$ cat config.mk
export PLATFORM = sky130hd
export DESIGN_NAME = escape_markup_parser_flat
export DESIGN_NICKNAME = d
export VERILOG_FILES = /design/src/hdl/epp_pkg.sv /design/src/hdl/epp_ifs.sv /design/src/hdl/epp_front.sv /design/src/hdl/epp_fifo.sv /design/src/hdl/epp_back.sv /design/src/hdl/escape_markup_parser.sv /design/src/flat_wrapper.sv
export SDC_FILE = /design/constraint.sdc
export NUM_CORES = 1
export LEC_CHECK = 0
export BUFFER_PORTS_ARGS = -buffer_cell sky130_fd_sc_hd__buf_2
export CORE_MARGIN = 5
export CORE_UTILIZATION = 62
export DETAILED_ROUTE_END_ITERATION = 8
export GPL_ROUTABILITY_DRIVEN = 0
export HOLD_SLACK_MARGIN = 0.12
export PLACE_DENSITY = 0.79
export SLEW_MARGIN = 15
export SYNTH_ARGS = -nofsm -noshare
export SYNTH_HDL_FRONTEND = slang
export SYNTH_SLANG_ARGS = --single-unit
$ cat constraint.sdc
create_clock -name clk -period 2.99 [get_ports clk]
set_input_delay 0.1495 -clock clk [delete_from_list [all_inputs] [get_ports clk]]
set_output_delay 0.1495 -clock clk [all_outputs]
set_load 0.1 [all_outputs]
$ cat src/hdl/epp_pkg.sv
// shared constants and types of the escape markup parser
`default_nettype none

package epp_pkg;

  // markup characters
  localparam logic [7:0] CH_ESC    = 8'h24;  // '$'
  localparam logic [7:0] CH_LINK   = 8'h4C;  // 'L'
  localparam logic [7:0] CH_BUTTON = 8'h42;  // 'B'
  localparam logic [7:0] CH_EXEC   = 8'h45;  // 'E'
  localparam logic [7:0] CH_FG     = 8'h21;  // '!'
  localparam logic [7:0] CH_BG     = 8'h2A;  // '*'
  localparam logic [7:0] CH_CLEAR  = 8'h43;  // 'C'

  // result status codes
  localparam logic [1:0] ST_CONSUMED = 2'd0;
  localparam logic [1:0] ST_OBJECT   = 2'd1;
  localparam logic [1:0] ST_PLAIN    = 2'd2;

  // object kinds
  localparam logic [2:0] K_NONE  = 3'd0;
  localparam logic [2:0] K_CLEAR = 3'd1;
  localparam logic [2:0] K_FG    = 3'd2;
  localparam logic [2:0] K_BG    = 3'd3;
  localparam logic [2:0] K_EXEC  = 3'd4;

  // name length and store limit
  localparam int LEN_W     = 5;
  localparam int STORE_MAX = 31;

  // command from the classifier to the result stage
  typedef struct packed {
    logic             replay;  // replay the stored name, len characters
    logic [1:0]       status;
    logic [2:0]       kind;
    logic [7:0]       data;
    logic [LEN_W-1:0] len;
  } cmd_t;

  // name store write port
  typedef struct packed {
    logic             en;
    logic [LEN_W-1:0] addr;
    logic [7:0]       data;
  } name_wr_t;

endpackage

`default_nettype wire

$ cat src/hdl/epp_ifs.sv
// valid/ready channel interfaces for input bytes and result words
`default_nettype none

interface epp_in_if;
  logic       valid;
  logic       ready;
  logic [7:0] ch;

  modport source (output valid, output ch, input ready);
  modport sink   (input valid, input ch, output ready);
endinterface

interface epp_out_if;
  logic       valid;
  logic       ready;
  logic [1:0] status;
  logic [2:0] object_kind;
  logic [7:0] data;
  logic [4:0] name_len;
  logic       last;

  modport source (output valid, output status, output object_kind, output data,
                  output name_len, output last, input ready);
  modport sink   (input valid, input status, input object_kind, input data,
                  input name_len, input last, output ready);
endinterface

`default_nettype wire

$ cat src/hdl/epp_front.sv
// front end: accepts bytes, tracks the escape mode, fills the name store
`default_nettype none

module epp_front import epp_pkg::*; #(
  parameter int CAP = 31
) (
  input  logic     clk,
  input  logic     rst,
  epp_in_if.sink   bytes,
  output cmd_t     cmd,
  output logic     push,
  input  logic     full,
  input  logic     replay_done,
  output name_wr_t wr
);

  typedef enum logic [2:0] {
    M_IDLE, M_WAIT, M_SWALLOW, M_FG, M_BG, M_EXEC
  } mode_t;

  localparam logic [LEN_W-1:0] CAP_L = LEN_W'(CAP);

  mode_t            mode, mode_next;
  logic [LEN_W-1:0] count, count_next;
  logic             busy;
  logic             accept;

  // hold off name bytes while the previous name is still being replayed
  assign bytes.ready = !full && !(mode == M_EXEC && busy);
  assign accept      = bytes.valid && bytes.ready;
  assign push        = accept;

  // classify the byte against the current mode
  always_comb begin
    mode_next  = mode;
    count_next = count;
    cmd        = '{replay: 1'b0, status: ST_CONSUMED, kind: K_NONE,
                   data: 8'd0, len: '0};
    wr.en      = 1'b0;
    wr.addr    = count;
    wr.data    = bytes.ch;
    unique case (mode)
      M_IDLE: begin
        if (bytes.ch == CH_ESC) begin
          count_next = '0;
          mode_next  = M_WAIT;
        end else begin
          cmd.status = ST_PLAIN;
          cmd.data   = bytes.ch;
        end
      end
      M_WAIT: begin
        if (bytes.ch == CH_LINK || bytes.ch == CH_BUTTON) begin
          mode_next = M_SWALLOW;
        end else if (bytes.ch == CH_EXEC) begin
          mode_next = M_EXEC;
        end else if (bytes.ch == CH_FG) begin
          mode_next = M_FG;
        end else if (bytes.ch == CH_BG) begin
          mode_next = M_BG;
        end else if (bytes.ch == CH_CLEAR) begin
          mode_next  = M_IDLE;
          cmd.status = ST_OBJECT;
          cmd.kind   = K_CLEAR;
        end else begin
          mode_next  = M_IDLE;
          cmd.status = ST_PLAIN;
          cmd.data   = bytes.ch;
        end
      end
      M_FG, M_BG: begin
        mode_next  = M_IDLE;
        cmd.status = ST_OBJECT;
        cmd.kind   = (mode == M_FG) ? K_FG : K_BG;
        cmd.data   = bytes.ch;
      end
      M_EXEC: begin
        if (bytes.ch == CH_ESC) begin
          mode_next  = M_IDLE;
          cmd.status = ST_OBJECT;
          cmd.kind   = K_EXEC;
          cmd.len    = count;
          cmd.replay = (count != '0);
        end else if (bytes.ch != 8'd0 && count < CAP_L) begin
          wr.en      = accept;
          count_next = count + LEN_W'(1);
        end
      end
      default: begin
        // swallowed byte after a link or button selector
        mode_next = M_IDLE;
      end
    endcase
  end

  // mode, name count and replay tracking
  always_ff @(posedge clk) begin
    if (rst) begin
      mode  <= M_IDLE;
      count <= '0;
      busy  <= 1'b0;
    end else begin
      if (accept) begin
        mode  <= mode_next;
        count <= count_next;
      end
      if (accept && cmd.replay) begin
        busy <= 1'b1;
      end else if (replay_done) begin
        busy <= 1'b0;
      end
    end
  end

endmodule

`default_nettype wire

$ cat src/hdl/epp_fifo.sv
// two-entry command queue between front and back
`default_nettype none

module epp_fifo import epp_pkg::*; (
  input  logic clk,
  input  logic rst,
  input  cmd_t wdata,
  input  logic push,
  output logic full,
  output cmd_t rdata,
  output logic valid,
  input  logic pop
);

  cmd_t       q [2];
  logic       wp, rp;
  logic [1:0] cnt;

  assign full  = (cnt == 2'd2);
  assign valid = (cnt != 2'd0);
  assign rdata = q[rp];

  // storage
  always_ff @(posedge clk) begin
    if (push) begin
      q[wp] <= wdata;
    end
  end

  // pointers and fill level
  always_ff @(posedge clk) begin
    if (rst) begin
      wp  <= 1'b0;
      rp  <= 1'b0;
      cnt <= 2'd0;
    end else begin
      if (push) begin
        wp <= ~wp;
      end
      if (pop) begin
        rp <= ~rp;
      end
      case ({push, pop})
        2'b10:   cnt <= cnt + 2'd1;
        2'b01:   cnt <= cnt - 2'd1;
        default: cnt <= cnt;
      endcase
    end
  end

endmodule

`default_nettype wire

$ cat src/hdl/epp_back.sv
// back end: name store, name replay and the output register
`default_nettype none

module epp_back import epp_pkg::*; #(
  parameter int CAP = 31
) (
  input  logic      clk,
  input  logic      rst,
  input  cmd_t      cmd,
  input  logic      cmd_valid,
  output logic      pop,
  input  name_wr_t  wr,
  output logic      replay_done,
  epp_out_if.source results
);

  localparam int IDX_W = (CAP > 1) ? $clog2(CAP) : 1;

  typedef enum logic [1:0] {B_IDLE, B_READ, B_SEND} bstate_t;

  bstate_t          state;
  logic [7:0]       mem [CAP];
  logic [7:0]       rd_data;
  logic [IDX_W-1:0] idx;
  logic [LEN_W-1:0] n;
  logic             out_free;
  logic             out_load;
  logic             last_char;

  logic             out_v;
  logic [1:0]       out_status;
  logic [2:0]       out_kind;
  logic [7:0]       out_data;
  logic [LEN_W-1:0] out_len;
  logic             out_last;

  assign out_free    = !out_v || results.ready;
  assign last_char   = (LEN_W'(idx) + LEN_W'(1) == n);
  assign pop         = (state == B_IDLE) && cmd_valid && out_free;
  assign replay_done = (state == B_SEND) && out_free && last_char;

  // a new word enters the output register
  assign out_load = (pop && !cmd.replay) || ((state == B_SEND) && out_free);

  assign results.valid       = out_v;
  assign results.status      = out_status;
  assign results.object_kind = out_kind;
  assign results.data        = out_data;
  assign results.name_len    = out_len;
  assign results.last        = out_last;

  // name store, registered read
  always_ff @(posedge clk) begin
    if (wr.en) begin
      mem[wr.addr[IDX_W-1:0]] <= wr.data;
    end
    rd_data <= mem[idx];
  end

  // result sequencer and output register
  always_ff @(posedge clk) begin
    if (rst) begin
      state <= B_IDLE;
      out_v <= 1'b0;
    end else begin
      out_v <= out_load || (out_v && !results.ready);
      unique case (state)
        B_IDLE: begin
          if (pop) begin
            if (cmd.replay) begin
              n     <= cmd.len;
              idx   <= '0;
              state <= B_READ;
            end else begin
              out_status <= cmd.status;
              out_kind   <= cmd.kind;
              out_data   <= cmd.data;
              out_len    <= cmd.len;
              out_last   <= 1'b1;
            end
          end
        end
        B_READ: begin
          state <= B_SEND;
        end
        B_SEND: begin
          if (out_free) begin
            out_status <= ST_OBJECT;
            out_kind   <= K_EXEC;
            out_data   <= rd_data;
            out_len    <= n;
            out_last   <= last_char;
            if (last_char) begin
              state <= B_IDLE;
            end else begin
              idx   <= idx + IDX_W'(1);
              state <= B_READ;
            end
          end
        end
        default: begin
          state <= B_IDLE;
        end
      endcase
    end
  end

endmodule

`default_nettype wire

$ cat src/hdl/escape_markup_parser.sv
// top level of the dollar-escape markup parser
//
//  channel   dir   handshake      word
//  bytes     in    valid/ready    ch[7:0]
//  results   out   valid/ready    status, object_kind, data, name_len, last
//
// The front takes a byte per cycle while the two-entry queue has room, save
// for name bytes during a replay.
// A closing '$' of a non-empty execute name yields name_len words, each read
// through the registered read of the name store before it is sent.
// During a replay the front holds off further name bytes until it ends.
// Synchronous active-high reset returns to outside any escape; no clearing pass.
// Either side may stall: the queue and the output register decouple them.
`default_nettype none

module escape_markup_parser import epp_pkg::*; #(
  parameter int NAME_BYTES = 32
) (
  input  logic      clk,
  input  logic      rst,
  epp_in_if.sink    bytes,
  epp_out_if.source results
);

  localparam int CAP = (NAME_BYTES - 1 > STORE_MAX) ? STORE_MAX : NAME_BYTES - 1;

  cmd_t     f_cmd, q_cmd;
  logic     push, full, q_valid, pop, replay_done;
  name_wr_t wr;

  epp_front #(.CAP(CAP)) u_front (
    .clk         (clk),
    .rst         (rst),
    .bytes       (bytes),
    .cmd         (f_cmd),
    .push        (push),
    .full        (full),
    .replay_done (replay_done),
    .wr          (wr)
  );

  epp_fifo u_fifo (
    .clk   (clk),
    .rst   (rst),
    .wdata (f_cmd),
    .push  (push),
    .full  (full),
    .rdata (q_cmd),
    .valid (q_valid),
    .pop   (pop)
  );

  epp_back #(.CAP(CAP)) u_back (
    .clk         (clk),
    .rst         (rst),
    .cmd         (q_cmd),
    .cmd_valid   (q_valid),
    .pop         (pop),
    .wr          (wr),
    .replay_done (replay_done),
    .results     (results)
  );

endmodule

`default_nettype wire

$ cat src/flat_wrapper.sv
// flat-port wrapper written by rule: the top's interface ports become plain ports
module escape_markup_parser_flat import epp_pkg::*;
#(
  parameter int NAME_BYTES = 32
)
  (clk, rst, bytes_valid, bytes_ch, bytes_ready, results_valid, results_status, results_object_kind, results_data, results_name_len, results_last, results_ready);
  epp_in_if bytes_i ();
  epp_out_if results_i ();
  input  logic clk;
  input  logic rst;
  input wire logic [$bits(bytes_i.valid)-1:0] bytes_valid;
  input wire logic [$bits(bytes_i.ch)-1:0] bytes_ch;
  output wire logic [$bits(bytes_i.ready)-1:0] bytes_ready;
  output wire logic [$bits(results_i.valid)-1:0] results_valid;
  output wire logic [$bits(results_i.status)-1:0] results_status;
  output wire logic [$bits(results_i.object_kind)-1:0] results_object_kind;
  output wire logic [$bits(results_i.data)-1:0] results_data;
  output wire logic [$bits(results_i.name_len)-1:0] results_name_len;
  output wire logic [$bits(results_i.last)-1:0] results_last;
  input wire logic [$bits(results_i.ready)-1:0] results_ready;
  assign bytes_i.valid = bytes_valid;
  assign bytes_i.ch = bytes_ch;
  assign bytes_ready = bytes_i.ready;
  assign results_valid = results_i.valid;
  assign results_status = results_i.status;
  assign results_object_kind = results_i.object_kind;
  assign results_data = results_i.data;
  assign results_name_len = results_i.name_len;
  assign results_last = results_i.last;
  assign results_i.ready = results_ready;
  escape_markup_parser #(.NAME_BYTES(NAME_BYTES)) u_core (.clk(clk), .rst(rst), .bytes(bytes_i), .results(results_i));
endmodule
==> impl_metrics.json <==
{
  "status": "completed",
  "cp_max_fo": 11,
  "cts_buffers": 35,
  "clkSinkCount": 340,
  "syn_area_per_cell_sq_um": 17.49,
  "yosysUniqueCellTypes": 56,
  "die_area_sq_um": 25130,
  "cts_setup_buffers": 0,
  "area.sequential_sq_um": 9960,
  "grt-ovfl-total": 0,
  "yosysMostFrequentCell": "edfxtp_1",
  "period_needed_ns": 2.900,
  "max_freq_ghz": 0.3448,
  "worstHoldStart": "bytes_ch[4]",
  "synth_area_leaders": "edfxtp_1 69%, mux4_2 8.9%, dfxtp_1 3.7%",
  "startpoint_type": "flip-flop",
  "syn2layout_area_growth_pct": 13.78,
  "cts_tree": "built",
  "grt_use_total": 0.2369,
  "final.setup.tns_ns": 0,
  "rsz0062_at_grt": "false",
  "vias": 7408,
  "viasPerCell": 6.283,
  "cp.required_ns": 3.13,
  "synth_edf_count": 315,
  "fp.dieH_um": 158.5,
  "fin_nets": 891,
  "rows": 54,
  "grt_pass1_vias": 7573,
  "cts_htree_levels": 2,
  "wl_um": 28880,
  "ctsRootBufferMaster": "clkbuf_16",
  "antenna_found_initial": 0,
  "syn-num-nets": 800,
  "initial_core_util": 0.6286,
  "peakVddDrop_uv": 496.2,
  "criticalPathCategory": "flip-flop to flip-flop",
  "slew-limit-headroom": 0.2877,
  "hold_path_depth": 2,
  "crit_path_top_delay_cell": "nor2_1",
  "fin_util": 0.7152,
  "yosys_warnings": 0,
  "finClkSkew_ns": 0.01124,
  "clock_latency_ns": 0.51,
  "worstPathArrival_ns": 3.04,
  "synth_seq_cells": 340,
  "yosysTopAreaCellShare": 0.6917,
  "drt_iter0_drc": 799,
  "holdPathEnd": "u_core.u_back.mem[20][4]$_DFFE_PP_",
  "grt_pass1_wl_um": 44220,
  "wl_per_cell_um": 24.49,
  "setup_viol": 0,
  "synthesis.area_sq_um": 13680,
  "crit_chain": "and3b_2 > nand4_2 > nor3_2 > nand2_1 > nor2_1",
  "clk_pin_slew_ns": 0.06,
  "post-route-period-util": 0.9699,
  "hold_ws_ns": 0.2113,
  "core_sq_um": 21760,
  "worstReg2RegStart": "u_core.u_front.mode[0]$_SDFFE_PP0P_",
  "maxCapViolCount": 0,
  "worst_pin_slew_ns": 1.068,
  "power.leakage_nw": 5.171,
  "synth_top_flop_cell": "edfxtp_1",
  "total_power_mw": 11.40,
  "dp_hpwl_um": 17940,
  "grt_max_degree": 43,
  "placedCellCount": 1110,
  "synth_area_leader_cell": "edfxtp_1",
  "drtPass1Iterations": 8,
  "drc": 0,
  "layout-drive-gt1-share": 0.2492,
  "cts_buffer_depth": 3,
  "seq_area_frac_synth": 0.7283,
  "reg2reg_depth": 5,
  "hp-class": "input pin to flip-flop",
  "antenna_cells": 0,
  "multi_input_area_sq_um": 3483,
  "stdcell_count": 1179,
  "synthCells": 782,
  "num_io_pins": 33,
  "fill_cells": 1308,
  "endpoint_kind": "flip-flop",
  "postRouteAntennaNets": 0,
  "r2r-end": "u_core.u_back.mem[29][5]$_DFFE_PP_",
  "p_per_area_nw_per_um2": 732.6,
  "portBuffers": 32,
  "synthTopCellsByCount": "315 x edfxtp_1, 89 x nor2_1, 54 x mux4_2",
  "hold_viol": 0,
  "rrSetupSlack_ns": 0.09,
  "slew_viol_final": 0,
  "die_w_um": 158.5,
  "max_stage_delay_ns": 0.65,
  "ys_async_sr_fraction": 0
}
metal layers:
metal	track usage	routed length, um	vias up
li1	-	-	3247
met1	0.3420	11880	3785
met2	0.3776	14060	323
met3	0.04974	2256	53
met4	0.06296	686	0
met5	0	0	-
layout by cell type, fill, tap and decap left out, types with 3 or more instances in the layout:
cell,instances
a211oi_1,4
a21oi_1,21
a221oi_1,5
and2_1,13
buf_12,3
buf_2,32
buf_4,53
clkbuf_1,8
clkbuf_16,35
clkinv_1,8
clkinv_2,5
dfxtp_1,25
dlygate4sd3_1,6
edfxtp_1,315
ha_1,6
inv_1,7
inv_6,3
mux2_2,18
mux2i_1,32
mux4_1,5
mux4_2,54
nand2_1,26
nand2b_1,5
nand3_1,9
nand3b_1,6
nand4_1,3
nor2_1,87
nor2b_1,7
nor3_1,9
nor4_1,6
o21ai_0,20
o22ai_1,5
or3_1,3
or3b_2,3
xnor2_1,9
xor2_1,8
worst max-delay path by stage:
stage / slack, ns / startpoint / endpoint
2_1_floorplan: 0.33 / u_core.u_back.results.valid$_SDFF_PP0_ / u_core.u_back.results.data[0]$_DFFE_PP_
3_3_place_gp: 0.36 / u_core.u_front.mode[0]$_SDFFE_PP0P_ / u_core.u_back.mem[17][7]$_DFFE_PP_
3_5_place_dp: 0.16 / u_core.u_front.mode[0]$_SDFFE_PP0P_ / u_core.u_back.mem[13][0]$_DFFE_PP_
4_1_cts: 0.16 / u_core.u_front.mode[0]$_SDFFE_PP0P_ / u_core.u_back.mem[17][4]$_DFFE_PP_
5_1_grt: 0.004 / u_core.u_front.mode[0]$_SDFFE_PP0P_ / u_core.u_back.mem[29][6]$_DFFE_PP_
6_report: 0.09 / u_core.u_front.mode[0]$_SDFFE_PP0P_ / u_core.u_back.mem[29][5]$_DFFE_PP_
area by class of cell:
class,count,area share
Tap cell,280,0.02252
Timing Repair Buffer,94,0.04358
Multi-Input combinational cell,395,0.2239
Inverter,7,0.001689
Clock buffer,43,0.05822
Clock inverter,20,0.01005
Sequential cell,340,0.6401
sequential cells by signal (all words and copies together) (netlist names), named ones only:
| signal | flops |
|---|---|
| u_core.u_back.results.valid | 1 |
| u_core.u_front.count | 5 |
| u_core.u_back.n | 5 |
| u_core.u_back.results.status | 2 |
| u_core.u_back.results.data | 8 |
| u_core.u_fifo.wp | 1 |
| u_core.u_front.busy | 1 |
| u_core.u_back.results.name_len | 5 |
| u_core.u_back.state | 2 |
| u_core.u_back.idx | 5 |
| u_core.u_back.rd_data | 8 |
| u_core.u_front.mode | 3 |
| u_core.u_back.mem | 248 |
| u_core.u_back.results.last | 1 |
| u_core.u_fifo.cnt | 2 |
| u_core.u_fifo.q | 38 |
| u_core.u_back.results.object_kind | 3 |
| u_core.u_fifo.rp | 1 |
timing repair:
| action | CTS | global route |
|---|---|---|
| endpoints found under the hold margin | 28 | 0 |
| endpoints found under the setup margin | 0 | 8 |
| hold buffers | 6 | 0 |
| gates resized for setup | 0 | 2 |
power breakdown:
| group | total [mW] | leakage [nW] | switching, mW | internal [mW] |
|---|---|---|---|---|
| clock | 4.07 | 0.515 | 1.73 | 2.34 |
| sequential | 5.57 | 3.05 | 0.0988 | 5.47 |
| combinational | 1.76 | 1.60 | 1.18 | 0.587 |
| total | 11.4 | 5.17 | 3.00 | 8.40 |
metrics by stage:
stage               cell area (sq um)  setup slack (ns)
floorplan                       13680            0.3283
global placement                14430            0.3642
detailed placement              14430            0.1593
CTS                             15550            0.1611
global route                    15560          0.003776
finish                          15560           0.08988
kinds of logic (layout without fill, tap and decap cells):
kind of cell | count (synthesis) | count (layout) | share of synthesized area
fa+ha+maj | 6 | 6 | 0.005489
xor+xnor | 17 | 17 | 0.01089
flops | 340 | 340 | 0.7283
mux | 109 | 109 | 0.1368
buf+inv | 47 | 164 | 0.01766
simple gates | 192 | 192 | 0.06880
compound gates | 71 | 71 | 0.03212
worst max-delay path: cells and delay by family (launching register included):
family	cells	cell delay (ns)
flops	1	0.52
simple gates	5	2.02
(Power assumes the default switching activity.)
